==> config.mk <==
export PLATFORM = sky130hd
export DESIGN_NAME = tsi_div
export DESIGN_NICKNAME = d
export VERILOG_FILES = /design/src/tsi_div.sv
export SDC_FILE = /design/constraint.sdc
export NUM_CORES = 1
export LEC_CHECK = 0
export ABC_CLOCK_PERIOD_IN_PS = 2900
export BUFFER_PORTS_ARGS = -buffer_cell sky130_fd_sc_hd__buf_2
export CAP_MARGIN = 15
export CORE_UTILIZATION = 52
export DETAILED_ROUTE_END_ITERATION = 16
export HOLD_SLACK_MARGIN = 0.03
export PLACE_DENSITY_LB_ADDON = 0.1
export SETUP_SLACK_MARGIN = 0.05
export SLEW_MARGIN = 20
export SYNTH_ARGS = -nofsm -noshare
export SYNTH_HDL_FRONTEND = slang
export SYNTH_SLANG_ARGS = --single-unit
export TNS_END_PERCENT = 5
==> constraint.sdc <==
create_clock -name clk_i -period 2.9 [get_ports clk_i]
set_input_delay 0.58 -clock clk_i [delete_from_list [all_inputs] [get_ports clk_i]]
set_output_delay 0.58 -clock clk_i [all_outputs]
set_load 0.05 [all_outputs]
==> src/tsi_div.sv <==
// restoring divider for the fraction: floor(num * 2^F / den), one bit per cycle
// depends on nothing; num < den guaranteed by caller
module tsi_div #(
  parameter int unsigned FracBits = 16
) (
  input  logic                clk_i,
  input  logic                rst_ni,
  input  logic                start_i,
  input  logic [32:0]         num_i,
  input  logic [32:0]         den_i,
  output logic                done_o,
  output logic [FracBits-1:0] quot_o
);
  localparam int unsigned CntW = $clog2(FracBits + 1);
  logic [33:0] rem_q, rem_d;
  logic [32:0] den_q;
  logic [FracBits-1:0] quot_q;
  logic [CntW-1:0] cnt_q;
  logic busy_q;
  logic [33:0] trial;

  always_comb begin
    rem_d = {rem_q[32:0], 1'b0};
    trial = rem_d - {1'b0, den_q};
  end

  always_ff @(posedge clk_i or negedge rst_ni) begin
    if (!rst_ni) begin
      busy_q <= 1'b0;
      cnt_q <= '0;
      done_o <= 1'b0;
    end else begin
      done_o <= 1'b0;
      if (start_i) begin
        busy_q <= 1'b1;
        cnt_q <= CntW'(FracBits);
        rem_q <= {1'b0, num_i};
        den_q <= den_i;
      end else if (busy_q) begin
        if (!trial[33]) begin
          rem_q <= trial;
          quot_q <= {quot_q[FracBits-2:0], 1'b1};
        end else begin
          rem_q <= rem_d;
          quot_q <= {quot_q[FracBits-2:0], 1'b0};
        end
        cnt_q <= cnt_q - 1'b1;
        if (cnt_q == CntW'(1)) begin
          busy_q <= 1'b0;
          done_o <= 1'b1;
        end
      end
    end
  end
  assign quot_o = quot_q;
endmodule

==> impl_metrics.yaml <==
pwr:
  ir_drop_v: 0.000444
  p_leak_nw: 2.92
  power_mw: 5.04
  power_density_nw_per_um2: 742
layout:
  final_cells: 778
  area_growth_pct: 25.1
  diodes: 0
  fin_nets: 744
  drive_gt1_share_pct: 30.2
placement:
  place_inst: 756
  dp_slack_ps: -122
  port_buffers: 85
  gp_congestion: 0.950
  hpwlAfterDp_mm: 9.18
floorplanning:
  io_pins: 86
  row_count: 36
  dieWidth_um: 104
  initial_core_util_pct: 54.5
  core-area_sq_um: 9950
  dieArea_sq_um: 10900
  die_h_um: 104
drt:
  postRouteAntennaNets: 0
  routed_wl_mm: 12.8
  drt_first_pass_iters: 5
  vias: 4268
  drt_iter0_drc: 181
  avgViaCountPerCell: 5.49
  route.detailed.drc: 0
  wire_per_inst_um: 16.5
synthesis:
  syn_inst: 509
  synthesis.area_sq_um: 5430
  synth_area_leaders: "edfxtp_1 45%, ha_1 7.8%, mux2i_1 5.0%, nand2_1 4.0%, dfrtp_1 3.2%"
  synth_cell_types: 62
  synthFlopType: "edfxtp_1"
  syn_nets: 613
  synth_edf_count: 82
  synth_commonest_cells: "82 x edfxtp_1, 58 x nand2_1, 44 x inv_1"
  yosysMostFrequentCell: "edfxtp_1"
  yosysTopAreaCellShare_pct: 45.4
  synth_seq_cells: 89
  yosysSeqAreaShare_pct: 48.6
  synth_top_area_cell: "edfxtp_1"
  ys_async_sr_fraction_pct: 7.87
  postSynthAreaPerCell_sq_um: 10.7
  synth_warnings: 0
timing:
  finalSetupViolCount: 0
  worst_pin_slew_ps: 809
  final.min_clock_period_ps: 2900
  slew_headroom_pct: 46.0
  whs_ps: 364
  postLayoutSetupSlackWorst_ps: 1.27
  finalSetupTns_ps: 0
  fmax_mhz: 345
  hold_viol: 0
  rsz0062_at_grt: "true"
  finalMaxSlewViolations: 0
  fin_skew_ps: 10.9
  period_share_pct: 100
critical_path:
  crit_chain: "ha_4 > a21o_1 > nor2b_2 > a21oi_2 > or3_4 > a41oi_4 > o21ai_4 > xor2_4 > bufbuf_16 > mux2i_1 > o21ai_1"
  arrival_ps: 3010
  critPathLaunchType: "flip-flop"
  worst-setup-path-type: "flip-flop to flip-flop"
  critPathMaxStageDelay_ps: 450
  path_max_fanout: 7
  endpoint_kind: "flip-flop"
  cp_slowest_cell: "edfxtp_1"
  required_ps: 3010
clock_network:
  cts_buffer_depth: 2
  clkTransAtPathRegs_ps: 90
  cts_root_buffer: "clkbuf_8"
  cts_buffers: 9
  cts-htree-levels: 3
  clock_sinks: 89
  clk_latency_ps: 380
  cts_tree: "yes"
global_route:
  grt_max_degree: 39
  grt_use_total_pct: 24.4
  grt_pass1_wl_mm: 20.5
  grt_pass1_vias: 4164
  antenna_found_initial: 0
  grt_overflow: 0
flow_run:
  drv_cap: 0
outcome:
  status: "finished clean"
hold_path:
  min_path_type: "primary input to flip-flop"
-- where the power goes --
| group | switching [mW] | internal (mW) | leakage [nW] | total, mW |
|---|---|---|---|---|
| logic | 1.19 | 1.15 | 1.94 | 2.34 |
| clock network | 0.456 | 0.486 | 0.102 | 0.943 |
| registers | 0.123 | 1.63 | 0.871 | 1.76 |
-- critical path, delay by kind of cell, from the launching register on --
family	cells	cell delay, ps
flip-flops	1	450
XOR/XNOR	1	190
buffers and inverters	1	310
AO/OA/AOI/OAI	5	650
AND/OR/NAND/NOR	2	530
multiplexers	1	210
adder cells (fa/ha/maj)	1	300
-- cell usage in the layout (no fill, tap or decap), types with 3 or more instances in the layout --
cell      synthesis  routed
nand2b_1          7       7
nor2_1           21      21
a21o_1           11      11
nor3_1            4       4
xnor2_1          19      19
ha_1             34      23
xor2_1           12      12
and3_1            3       3
and2_1            6       6
inv_1            44      44
o21ai_1          23      23
edfxtp_1         82      82
mux2i_1          27      25
a21oi_2           1      12
buf_4             1      51
clkbuf_8          0       9
nand3_1          15      15
buf_2             2      85
a21oi_1          28      17
a21boi_0          3       3
o221ai_1          7       6
dfrtp_1           7       7
ha_4              0      11
o21ai_0          20      19
nand2_1          58      58
o211ai_1          7       7
a211oi_1          3       3
a31oi_1           8       7
nand4_1           3       3
-- what timing repair did --
item,CTS,global route
resized for setup,16,12
pin swaps,0,4
setup endpoints to repair,29,33
setup buffers,2,2
hold buffers,1,0
hold endpoints to repair,7,0
gates cloned,1,0
-- registers in the layout (all words and copies together), names as in the netlist --
signal / cells
rem_q: 33
busy_q: 1
cnt_q: 5
quot_o: 16
den_q: 33
done_o: 1
-- through the flow --
step	cell area, sq um	utilization [%]
finish	6790	68.3
global route	6790	68.3
CTS	6710	67.4
detailed placement	6310	63.4
global placement	6310	63.4
floorplan	5450	-
-- logic make-up after synthesis --
logic type	count (synthesis)	share of synthesized area, %
compound gates	135	16.4
xor+xnor	32	5.51
fa+ha+maj	35	8.20
buf+inv	64	5.30
flops	89	48.6
mux	27	4.98
simple gates	127	11.0
-- layer usage --
layer	wire length, um	up-vias	track usage, %
met5	0	-	0
met2	5910	105	38.3
met3	538	11	5.51
li1	-	2113	-
met4	145	0	7.24
met1	6250	2039	33.7
-- layout make-up --
cell class	count	area [sq um]
fill	792	3160
multi-input combinational	356	2720
sequential	89	2640
timing repair buffer	140	891
tap	133	166
inverter	44	165
clock buffer	11	131
clock inverter	5	80.1
-- final timing paths --
| path | startpoint | end | slack, ps | cells after the start |
|---|---|---|---|---|
| min in group asynchronous | rst_ni | cnt_q[3] | 570 | 2 |
| worst min-delay path | den_i[25] | den_q[25] | 360 | 1 |
| worst max register to register | rem_q[5] | rem_q[6] | 1 | 11 |
| max in group asynchronous | rst_ni | cnt_q[1] | 2140 | 2 |
| worst min register to register | quot_o[2] | quot_o[3] | 450 | 0 |
| worst max-delay path | rem_q[5] | rem_q[6] | 1 | 11 |
(Power assumes the default switching activity.)
